**src/sv/beop_pkg.sv**
```systemverilog
// Shared constants for the binomial European option pricer.
`default_nettype none
package beop_pkg;
    localparam int unsigned PriceW = 32;
    localparam int unsigned FactW  = 32;
    localparam int unsigned DivW   = 68;
    localparam int unsigned AccW   = 38;

    localparam logic [30:0] ONE_Q30  = 31'h4000_0000;
    localparam logic [64:0] HALF_Q30 = 65'h0_2000_0000;
    localparam logic [31:0] MAX32    = 32'hFFFF_FFFF;

    localparam logic [1:0] ST_OK      = 2'd0;
    localparam logic [1:0] ST_BAD_SPOT = 2'd1;
    localparam logic [1:0] ST_ARB     = 2'd2;

    localparam logic [2:0] REG_STRIKE = 3'd0;
    localparam logic [2:0] REG_UP     = 3'd1;
    localparam logic [2:0] REG_DOWN   = 3'd2;
    localparam logic [2:0] REG_GROWTH = 3'd3;
    localparam logic [2:0] REG_STEPS  = 3'd4;
    localparam logic [2:0] REG_KIND   = 3'd5;

    localparam logic KIND_CALL = 1'b0;
    localparam logic KIND_PUT  = 1'b1;

    typedef logic [4:0] t_state;
endpackage
`default_nettype wire

```
**src/sv/binomial_european_option_pricer.sv**
```systemverilog
// A zero spot or an arbitrage setup goes from the check state straight to the finishing state,
// which raises o_out_valid as soon as the output register is free.
// The pricer takes one beat at a time; a 32x32 multiplier and a restoring divider are shared.
// The divider serves the up probability, each binomial coefficient and each discount step.
// Reset (synchronous, active low) loads the default registers and empties both channels.
`default_nettype none
module binomial_european_option_pricer
    import beop_pkg::*;
#(
    parameter int MAX_STEPS = 10
) (
    input  wire logic        i_clk,
    input  wire logic        i_rst_n,
    input  wire logic        i_cfg_we,
    input  wire logic [2:0]  i_cfg_index,
    input  wire logic [31:0] i_cfg_data,
    input  wire logic        i_in_valid,
    output logic             o_in_ready,
    input  wire logic [31:0] i_spot_price,
    output logic             o_out_valid,
    input  wire logic        i_out_ready,
    output logic [31:0]      o_option_price,
    output logic [1:0]       o_status
);
    localparam int NW = $clog2(MAX_STEPS + 1);

    localparam t_state S_IDLE   = 5'd0;
    localparam t_state S_CHECK  = 5'd1;
    localparam t_state S_PDIV   = 5'd2;
    localparam t_state S_KSTART = 5'd3;
    localparam t_state S_PROB   = 5'd4;
    localparam t_state S_PROBW  = 5'd5;
    localparam t_state S_WMUL   = 5'd6;
    localparam t_state S_WMULW  = 5'd7;
    localparam t_state S_PRICE  = 5'd8;
    localparam t_state S_PRICEW = 5'd9;
    localparam t_state S_PAY    = 5'd10;
    localparam t_state S_PAYW   = 5'd11;
    localparam t_state S_BMUL   = 5'd12;
    localparam t_state S_BDIV   = 5'd13;
    localparam t_state S_BDIVW  = 5'd14;
    localparam t_state S_DISC   = 5'd15;
    localparam t_state S_DISCW  = 5'd16;
    localparam t_state S_FIN    = 5'd17;

    t_state r_state;

    logic [31:0] r_strike, r_up, r_down, r_growth;
    logic [3:0]  r_steps;
    logic        r_kind;

    logic [31:0]   r_s0, r_s, r_binom;
    logic [30:0]   r_p, r_q, r_prob, r_w;
    logic [NW-1:0] r_n, r_k, r_i;
    logic [AccW-1:0] r_acc;
    logic [63:0]   r_v;
    logic [31:0]   r_res_price;
    logic [1:0]    r_res_status;
    logic          r_out_valid;
    logic [31:0]   r_out_price;
    logic [1:0]    r_out_status;

    // Shared multiplier with a registered product.
    logic [31:0] mul_a, mul_b;
    logic [63:0] r_prod;
    logic [64:0] rnd_sum;
    logic [34:0] rnd;

    // Shared restoring divider, one quotient bit per cycle.
    logic [DivW-1:0] r_dq;
    logic [32:0]     r_drem;
    logic [31:0]     r_dvs;
    logic [6:0]      r_dcnt;
    logic [32:0]     rem_sh, rem_nx;
    logic            div_ge;

    logic [NW-1:0] n_calc, nk;
    logic [31:0]   pay;
    logic          arb;
    logic [AccW-1:0] acc_sum;

    assign n_calc = (32'(r_steps) > 32'(MAX_STEPS)) ? NW'(MAX_STEPS) : NW'(r_steps);
    assign nk     = r_n - r_k;
    assign arb    = (r_down >= r_up) || (r_growth >= r_up) || (r_growth < r_down);

    always_comb begin
        if (r_kind == KIND_CALL) begin
            pay = (r_s > r_strike) ? r_s - r_strike : 32'd0;
        end else begin
            pay = (r_strike > r_s) ? r_strike - r_s : 32'd0;
        end
    end

    always_comb begin
        mul_a = 32'd0;
        mul_b = 32'd0;
        case (r_state)
            S_PROB: begin
                mul_a = {1'b0, r_prob};
                mul_b = (r_i < r_k) ? {1'b0, r_p} : {1'b0, r_q};
            end
            S_WMUL: begin
                mul_a = r_binom;
                mul_b = {1'b0, r_prob};
            end
            S_PRICE: begin
                mul_a = r_s;
                mul_b = (r_i < nk) ? r_down : r_up;
            end
            S_PAY: begin
                mul_a = pay;
                mul_b = {1'b0, r_w};
            end
            S_BMUL: begin
                mul_a = r_binom;
                mul_b = 32'(nk);
            end
            default: begin
                mul_a = 32'd0;
                mul_b = 32'd0;
            end
        endcase
    end

    assign rnd_sum = {1'b0, r_prod} + HALF_Q30;
    assign rnd     = rnd_sum[64:30];
    assign acc_sum = r_acc + AccW'(rnd);

    assign rem_sh = {r_drem[31:0], r_dq[DivW-1]};
    assign div_ge = rem_sh >= {1'b0, r_dvs};
    assign rem_nx = div_ge ? rem_sh - {1'b0, r_dvs} : rem_sh;

    always_ff @(posedge i_clk) begin
        r_prod <= mul_a * mul_b;
    end

    always_ff @(posedge i_clk) begin
        if (!i_rst_n) begin
            r_state     <= S_IDLE;
            r_out_valid <= 1'b0;
            r_dcnt      <= 7'd0;
            r_strike    <= 32'd6553600;
            r_up        <= 32'd1395864371;
            r_down      <= 32'd966367642;
            r_growth    <= 32'd1073741824;
            r_steps     <= 4'd3;
            r_kind      <= KIND_CALL;
        end else begin
            if (i_cfg_we) begin
                case (i_cfg_index)
                    REG_STRIKE: r_strike <= i_cfg_data;
                    REG_UP:     r_up     <= i_cfg_data;
                    REG_DOWN:   r_down   <= i_cfg_data;
                    REG_GROWTH: r_growth <= i_cfg_data;
                    REG_STEPS:  r_steps  <= i_cfg_data[3:0];
                    REG_KIND:   r_kind   <= i_cfg_data[0];
                    default: ;
                endcase
            end

            // The finishing state loads a new beat itself when the old one leaves.
            if (r_out_valid && i_out_ready && (r_state != S_FIN)) begin
                r_out_valid <= 1'b0;
            end

            if (r_dcnt != 7'd0) begin
                r_drem <= rem_nx;
                r_dq   <= {r_dq[DivW-2:0], div_ge};
                r_dcnt <= r_dcnt - 7'd1;
            end

            case (r_state)
                S_IDLE: begin
                    if (i_in_valid) begin
                        r_s0    <= i_spot_price;
                        r_state <= S_CHECK;
                    end
                end
                S_CHECK: begin
                    r_n <= n_calc;
                    if (r_s0 == 32'd0) begin
                        r_res_price  <= 32'd0;
                        r_res_status <= ST_BAD_SPOT;
                        r_state      <= S_FIN;
                    end else if (arb) begin
                        r_res_price  <= 32'd0;
                        r_res_status <= ST_ARB;
                        r_state      <= S_FIN;
                    end else begin
                        r_dq    <= DivW'({r_growth - r_down, 30'd0});
                        r_dvs   <= r_up - r_down;
                        r_drem  <= 33'd0;
                        r_dcnt  <= 7'(DivW);
                        r_state <= S_PDIV;
                    end
                end
                S_PDIV: begin
                    if (r_dcnt == 7'd0) begin
                        r_p     <= r_dq[30:0];
                        r_q     <= ONE_Q30 - r_dq[30:0];
                        r_k     <= '0;
                        r_binom <= 32'd1;
                        r_acc   <= '0;
                        r_state <= S_KSTART;
                    end
                end
                S_KSTART: begin
                    r_prob  <= ONE_Q30;
                    r_i     <= '0;
                    r_state <= S_PROB;
                end
                S_PROB: begin
                    r_state <= (r_i < r_n) ? S_PROBW : S_WMUL;
                end
                S_PROBW: begin
                    r_prob  <= rnd[30:0];
                    r_i     <= r_i + 1'b1;
                    r_state <= S_PROB;
                end
                S_WMUL: begin
                    r_state <= S_WMULW;
                end
                S_WMULW: begin
                    r_w     <= (r_prod > 64'(ONE_Q30)) ? ONE_Q30 : r_prod[30:0];
                    r_s     <= r_s0;
                    r_i     <= '0;
                    r_state <= S_PRICE;
                end
                S_PRICE: begin
                    r_state <= (r_i < r_n) ? S_PRICEW : S_PAY;
                end
                S_PRICEW: begin
                    // A terminal price that leaves 32 bits sticks at the maximum.
                    if (rnd > 35'(MAX32)) begin
                        r_s     <= MAX32;
                        r_state <= S_PAY;
                    end else begin
                        r_s     <= rnd[31:0];
                        r_i     <= r_i + 1'b1;
                        r_state <= S_PRICE;
                    end
                end
                S_PAY: begin
                    r_state <= S_PAYW;
                end
                S_PAYW: begin
                    r_acc <= acc_sum;
                    if (r_k == r_n) begin
                        r_v     <= 64'(acc_sum);
                        r_i     <= '0;
                        r_state <= S_DISC;
                    end else begin
                        r_state <= S_BMUL;
                    end
                end
                S_BMUL: begin
                    r_state <= S_BDIV;
                end
                S_BDIV: begin
                    r_dq    <= DivW'(r_prod);
                    r_dvs   <= 32'(r_k) + 32'd1;
                    r_drem  <= 33'd0;
                    r_dcnt  <= 7'(DivW);
                    r_state <= S_BDIVW;
                end
                S_BDIVW: begin
                    if (r_dcnt == 7'd0) begin
                        r_binom <= r_dq[31:0];
                        r_k     <= r_k + 1'b1;
                        r_state <= S_KSTART;
                    end
                end
                S_DISC: begin
                    r_res_status <= ST_OK;
                    if (r_i == r_n) begin
                        r_res_price <= (r_v > 64'(MAX32)) ? MAX32 : r_v[31:0];
                        r_state     <= S_FIN;
                    end else if (r_growth == 32'd0) begin
                        r_res_price <= (r_v != 64'd0) ? MAX32 : 32'd0;
                        r_state     <= S_FIN;
                    end else if ((r_growth < 32'(ONE_Q30)) && (r_v > 64'(MAX32))) begin
                        r_res_price <= MAX32;
                        r_state     <= S_FIN;
                    end else begin
                        // Rounded v * 2^30 / R in one division; v fits 38 bits here.
                        r_dq    <= {r_v[AccW-1:0], 30'd0} + DivW'(r_growth >> 1);
                        r_dvs   <= r_growth;
                        r_drem  <= 33'd0;
                        r_dcnt  <= 7'(DivW);
                        r_state <= S_DISCW;
                    end
                end
                S_DISCW: begin
                    if (r_dcnt == 7'd0) begin
                        r_v     <= r_dq[63:0];
                        r_i     <= r_i + 1'b1;
                        r_state <= S_DISC;
                    end
                end
                S_FIN: begin
                    if (!r_out_valid || i_out_ready) begin
                        r_out_price  <= r_res_price;
                        r_out_status <= r_res_status;
                        r_out_valid  <= 1'b1;
                        r_state      <= S_IDLE;
                    end
                end
                default: begin
                    r_state <= S_IDLE;
                end
            endcase
        end
    end

    assign o_in_ready     = (r_state == S_IDLE);
    assign o_out_valid    = r_out_valid;
    assign o_option_price = r_out_price;
    assign o_status       = r_out_status;

`ifndef SYNTHESIS
    a_div_owner: assert property (@(posedge i_clk) disable iff (!i_rst_n)
        (r_dcnt != 7'd0) |-> (r_state == S_PDIV || r_state == S_BDIVW || r_state == S_DISCW))
        else $error("divider busy outside a divide wait state");
    a_weight_cap: assert property (@(posedge i_clk) disable iff (!i_rst_n)
        (r_state == S_PAY) |-> (r_w <= ONE_Q30))
        else $error("path weight above one");
    a_accept_check: assert property (@(posedge i_clk) disable iff (!i_rst_n)
        (i_in_valid && o_in_ready) |=> (r_state == S_CHECK))
        else $error("accepted beat did not start a check");
    a_status_code: assert property (@(posedge i_clk) disable iff (!i_rst_n)
        o_out_valid |-> (o_status == ST_OK || o_status == ST_BAD_SPOT || o_status == ST_ARB))
        else $error("undefined status code");
`endif
endmodule
`default_nettype wire
```
**config.mk**
```make
export PLATFORM = sky130hd
export DESIGN_NAME = binomial_european_option_pricer
export DESIGN_NICKNAME = d
export VERILOG_FILES = /design/src/sv/beop_pkg.sv /design/src/sv/binomial_european_option_pricer.sv
export SDC_FILE = /design/constraint.sdc
export NUM_CORES = 2
export LEC_CHECK = 0
export BUFFER_PORTS_ARGS = -buffer_cell sky130_fd_sc_hd__buf_2
export CAP_MARGIN = 10
export CORE_ASPECT_RATIO = 1.1
export CORE_MARGIN = 4
export CORE_UTILIZATION = 40
export CTS_CLUSTER_DIAMETER = 50
export DETAILED_ROUTE_END_ITERATION = 7
export GPL_TIMING_DRIVEN = 1
export PLACE_DENSITY = 0.59
export SYNTH_ARGS = -nofsm -noshare
export SYNTH_HDL_FRONTEND = slang
export SYNTH_SLANG_ARGS = --single-unit
```
**constraint.sdc**
```tcl
create_clock -name i_clk -period 27.6 [get_ports i_clk]
set_input_delay 1.38 -clock i_clk [delete_from_list [all_inputs] [get_ports i_clk]]
set_output_delay 1.38 -clock i_clk [all_outputs]
set_load 0.05 [all_outputs]
```
**Word-level counts from Yosys, hierarchy flattened**

Cells that the tools add are included.

- Eq/ne operators: 40
- Magnitude comparators: 14
- Divide/modulo/power cells: 0
- Reductions and logical operators: 47
- Multiply operators: 1
- Bitwise gates (word level): 0
- Shifts and indexed selects: 0
- $add $sub $neg: 14
- Muxes and demuxes: 81

Operator list:

| cell | count |
|---|---|
| $mux W32 | 19 |
| $mux W68 | 6 |
| $mux W33 | 7 |
| $pmux W68 S3 | 1 |
| $pmux W32 S2 | 3 |
| $pmux W32 S5 | 1 |
| $mux W64 | 2 |
| $pmux W32 S4 | 1 |
| $pmux W64 S2 | 1 |
| $sub A32 B32 Y32 | 4 |
| $pmux W33 S3 | 1 |
| $pmux W32 S3 | 1 |
| $pmux W5 S16 | 1 |
| $pmux W38 S2 | 1 |
| $add A68 B31 Y68 | 1 |
| $add A64 B30 Y65 const B | 1 |
| $ge A32 B32 Y1 | 2 |
| $gt A32 B32 Y1 | 2 |
| $gt A64 B31 Y1 const B | 1 |
| $gt A64 B32 Y1 const B | 1 |
| $logic_not A32 Y1 | 2 |
| $mul A32 B32 Y64 | 1 |
| $reduce_bool A64 Y1 | 1 |
| $pmux W31 S2 | 1 |
| 54 further kinds | 135 |

- ROM bits: 0
- Output and inout bits: 36
- Logic and storage cells: 226
- Flip-flop bits (word level): 745
- Memories kept: 0
- Bits of input ports: 72
- RAM bits: 0
- Bits in latches: 0

**Depth between registers and ports, before layout**

- Depth after elaboration: 7
- Gate-level depth with buffers: 47
- Mapped depth without buffers: 43

**Worst setup path before layout**

No wires, ideal clock.

- Path kind: reg-to-reg
- From: register r_k[0]
- To: register r_prod[57]
- Setup slack: 17.107 ns
- Setup time: 0.120 ns
- Buffers on the path: 4
- Required time: 27.480 ns
- Arrival: 10.373 ns
- Cell stages (with the launch flop): 41
- Period minus slack after synthesis: 10.493 ns
- Cell sequence: edfxtp_1 > ha_1 > fa_1 > ha_1 > o21a_1 > o21ai_0 > nand2b_1 > a21oi_1 > buf_2 > clkbuf_1 > o21ai_0 > a21oi_1 > clkbuf_1 > nor2_1 > fa_1 > fa_1 > fa_1 > inv_1 > [... 5 more ...] > inv_1 > fa_1 > inv_1 > fa_1 > inv_1 > ha_1 > clkbuf_1 > a21oi_1 > o211ai_1 > a31oi_1 > a211oi_1 > o211ai_1 > a31oi_1 > nand3_1 > o31a_1 > o21ai_0 > a41oi_1 > xnor2_1

- Word-level cells in the longest chain between the ends: 5
- Elaborated cells between the ends (all ways): 7
- Those cells by class: add/sub (1); mul (1); order compare (2); mux (3)

Ends and longest elaborated chain:

| what | line | text |
|---|---|---|
| start, declared | binomial_european_option_pricer.sv:54 | `logic [NW-1:0] r_n, r_k, r_i;` |
| start signal, assigned | binomial_european_option_pricer.sv:269 | `r_k <= r_k + 1'b1;` |
| $sub A4 B4 Y4 | binomial_european_option_pricer.sv:83 | `assign nk = r_n - r_k;` |
| $lt A4 B4 Y1 | binomial_european_option_pricer.sv:108 | `mul_b = (r_i < nk) ? r_down : r_up;` |
| $mux W32 | binomial_european_option_pricer.sv:108 |  |
| $pmux W32 S5 (*) | binomial_european_option_pricer.sv:97 | `case (r_state)` |
| $mul A32 B32 Y64 (*) | binomial_european_option_pricer.sv:134 | `r_prod <= mul_a * mul_b;` |
| end signal, assigned | binomial_european_option_pricer.sv:134 |  |
| end, declared | binomial_european_option_pricer.sv:65 | `logic [63:0] r_prod;` |

Mark *: on every way between the ends. The rest lies on a longest branch, timed or not.
A chain may end at the register's enable or synchronous reset.

**Worst setup path in the final report**

- From: register r_s[26]
- To: register r_prod[57]

- Word-level cells in the longest chain between the ends: 5
- Elaborated cells between the ends (all ways): 9
- Those cells by class: add/sub (2); mul (1); order compare (2); mux (4)

Ends and longest elaborated chain:

| what | line | text |
|---|---|---|
| start, declared | binomial_european_option_pricer.sv:52 | `logic [31:0] r_s0, r_s, r_binom;` |
| start signal, assigned | binomial_european_option_pricer.sv:225 | `r_s <= r_s0;` |
| start signal, assigned | binomial_european_option_pricer.sv:238 | `r_s <= rnd[31:0];` |
| $sub A32 B32 Y32 (tied with other cells) | binomial_european_option_pricer.sv:88 | `pay = (r_s > r_strike) ? r_s - r_strike : 32'd0;` |
| $mux W32, on equally long branches | binomial_european_option_pricer.sv:88, binomial_european_option_pricer.sv:90 |  |
| $mux W32 | binomial_european_option_pricer.sv:87 | `if (r_kind == KIND_CALL) begin` |
| $pmux W32 S4 (*) | binomial_european_option_pricer.sv:97 |  |
| $mul A32 B32 Y64 (*) | binomial_european_option_pricer.sv:134 |  |

Marked as above.

==> summary.md <==
| Metric | Value |
|---|---|
| Hpwl dp | `229 mm` |
| Vias in the first global route | `between 60k and 70k` |
| Root Driver | `clkbuf_16` |
| CTS tree | `built` |
| Port bufs | `about 110` |
| Post-DRT Antenna Nets | `0` |
| Clk_lat worst skew | `roughly 0.73 ns` |
| Via Count | `64.6k` |
| Fraction of layout cells with a size suffix above 1 | `between 6 and 7%` |
| Resize count post-CTS | `0` |
| Syn_area_per_cell | `9.01 um2` |
| Layout overhead on the synthesized area | `8.70%` |
| Reg-to-reg startpoint | `r_s[26]` |
| Hold depth | `0` |
| Combinational share of power | `43.2%` |
| Power, Total | `~5.3 mW` |
| CP Launch Type | `flip-flop` |
| Yosys warning total | `0` |
| Crit Path Class | `flip-flop to flip-flop` |
| Setup Viol. Count Final | `0` |
| Most frequent CP cell | `fa_1` |
| Initial DRC Count | `6817` |
| Post-CTS Setup Inserts | `0` |
| Synth Flop Type | `edfxtp_1` |
| Critical Path AT | `between 10 and 15 ns` |
| Cells after DPL | `10.9k` |
| Yosys reg bits | `743` |
| TritonCTS Buffers | `99` |
| Worst Reg-to-Reg Cells | `35` |
| Via density per instance | `~5.8` |
| Largest net degree at the start of global routing | `87` |
| Hold_sp | `r_res_price[5]` |
| Worst Hold Path EP | `o_option_price[5]` |
| Post-synth EDFFs | `around 530` |
| FP Rows | `around 170` |
| Worst path required time | `~28 ns` |
| DRC | `2` |
| Post-Synthesis Net Count | `between 10k and 15k` |
| Clock Skew | `roughly 0.040 ns` |
| Grt ovf | `0` |
| Yosys cell types | `90` |
| Initial Utilization | `40.4%` |
| Sw Share | `44.9%` |
| Final period util | `46.4%` |
| Chip Width | `427 um` |
| Mapped Cells | `about 8.6k` |
| All-layer global routing usage | `between 20% and 30%` |
| Die area | `about 0.2 mm2` |
| Max Clk Rate | `just under 80 MHz` |
| First-pass GRT wire length | `about 440 mm` |
| Max-Cap Viols | `1` |
| Final #Nets | `~10k` |
| Pwr/cell area | `approximately 63 mW/mm2` |
| Clock sinks | `roughly 740` |
| Core outline area | `0.191 mm2` |
| Htree depth | `3` |
| Post-CTS Hold Fix Bufs | `0` |
| Per-cell routed wire length | `about 27 um` |
| Status | `finished, violations left` |
| Setup TNS Final | `0 ns` |
| Synth Cell Area | `just under 0.08 mm2` |
| Async set-or-reset flop fraction in the synthesized netlist | `0%` |
| Final Util | `between 40% and 50%` |
| Crit end category | `flip-flop` |
| Peak VDD IR | `between 0.00007 and 0.00008 V` |
| Sw power | `roughly 2.4 mW` |
| P_leak | `37.4 nW` |
| Total Wirelength | `between 200 and 300 mm` |
| Final min period | `about 13 ns` |
| TritonRoute pass-1 iters | `8` |
| Crit-path max cell delay | `roughly 0.92 ns` |
| Worst slew margin | `~2.6%` |
| Fin. Hold Viols | `0` |
| Slew Viols, Final | `0` |
| Antenna violations before repair | `18` |
| Hold Path Class | `flip-flop to flip-flop` |
| Reg power frac | `roughly 32%` |
| Unrepaired setup endpoints after global routing | `no` |
| I/O pins | `between 100 and 150` |
| Longest Clk Path Bufs | `3` |
| Seq/Total Area, Yosys | `a little over a quarter` |
| Clk pwr share | `between 20% and 30%` |
| Final std cells w/o fill | `11.1k` |
| Worst-path clk slew | `0.06 ns` |
| Int Power | `just under 3 mW` |
| Crit Path Max Fanout | `19` |
| WP buf/inv | `4` |
| Worst slew pin tran | `between 1 and 1.5 ns` |
| Crit Reg-Reg Endpoint | `r_prod[57]` |
| Chip Height | `469 um` |
| Failing checks | `design-rule violations, max-capacitance violations` |
| Routability cong. | `0.998` |
| Reg2Reg Setup Slack | `roughly 15 ns` |
| Slowest CP cell | `and2_1` |
| Cell family with most CP delay | `adder cells` |
-- kinds of logic after synthesis --
group	share of synthesized area (%)
and+or+nand+nor	15.2
buffers and inverters	8.57
AOI/OAI and AO/OA	13.1
adders and majority gates	31.7
DFF	26.2
xor gates and xnor gates	3.25
muxes	2.04
-- cell usage in the layout (no fill, tap or decap), types with 46 or more instances in the layout --
master and count:
buf_4 149, edfxtp_1 533, nor4_1 59, nor3_1 60, buf_2 106, fa_1 903, nor2_1 906, nand3_1 119
inv_1 1271, xnor2_1 161, a21o_1 207, o211ai_1 56, and3_1 76, clkbuf_16 104, a31oi_1 69, a21oi_1 454
xor2_1 126, o21ai_0 329, nand2_1 1019, ha_1 510, and2_1 123, nor2b_1 46, nand4_1 76, dfxtp_1 209
or3_1 60, mux2i_1 156
-- sequential cells by signal, summed over array words and instances (netlist names), 38 cells and up --
name    count
r_acc      38
r_prod     64
r_dq       68
r_v        64
-- worst max path at each step --
stage,slack (ns),depth (start not counted),endpoint,from
floorplan,17.11,40,r_prod[57],r_k[0]
global placement,15.30,35,r_prod[57],r_s[26]
detailed placement,15.11,35,r_prod[57],r_s[26]
CTS,15.01,35,r_prod[57],r_s[26]
global route,14.27,35,r_prod[57],r_s[26]
finish,14.80,35,r_prod[57],r_s[26]
-- power groups by stage --
stage | sequential (mW) | combinational, mW | clock [mW]
after floorplan | 1.55 | 1.49 | 0
after global placement | 1.71 | 2.23 | 0
after global routing | 1.71 | 2.47 | 1.37
after CTS | 1.69 | 2.27 | 1.33
final | 1.71 | 2.30 | 1.32
after detailed placement | 1.71 | 2.25 | 0
-- per-stage QoR --
stage / worst slack (ns) / instance area, um2 / hold slack, ns
after floorplan: 17.11 / 77200 / 0.400
after global placement: 15.30 / 80600 / 0.417
after detailed placement: 15.11 / 80600 / 0.405
after CTS: 15.01 / 83900 / 0.421
after global routing: 14.27 / 83900 / 0.437
final: 14.80 / 83900 / 0.423
-- cell usage after synthesis (42+ instances only) --
master	n	area (um2)
o21bai_1	45	338
a211oi_1	46	345
fa_1	903	18100
ha_1	510	6380
dfxtp_1	210	4200
inv_1	1272	4770
nor3_1	81	405
or3_1	61	382
nand3_1	120	601
nor2_1	918	3450
o21ai_0	332	1660
xor2_1	126	1100
nand2b_1	42	263
nor4_1	61	382
buf_2	73	365
a21o_1	208	1560
a31oi_1	70	438
mux2i_1	156	1560
o211ai_1	56	420
a21oi_1	460	2300
nor2b_1	47	294
xnor2_1	161	1410
nand4_1	76	475
edfxtp_1	533	16000
nand2_1	1019	3820
and2_1	123	769
and3_1	80	500
clkbuf_1	354	1330
-- per-layer routing --
metal / vias to the layer above / wire, um / track usage (%)
met5: - / 39 / 0
met4: 6 / 19400 / 16.4
met3: 659 / 25800 / 4.92
met2: 3261 / 133000 / 46.2
met1: 32600 / 121000 / 39.7
li1: 28100 / - / -
-- area by class of cell --
| type | instances | area (um2) |
|---|---|---|
| Tap cell | 2550 | 3190 |
| Antenna cell | 8 | 20.0 |
| Sequential cell | 743 | 20200 |
| Multi-Input combinational cell | 6099 | 50700 |
| Inverter | 1272 | 4780 |
| Timing Repair Buffer | 256 | 1660 |
| Fill cell | 18600 | 107000 |
| Clock inverter | 69 | 656 |
| Clock buffer | 118 | 2690 |
No activity file was read; power rests on OpenSTA's default activity.
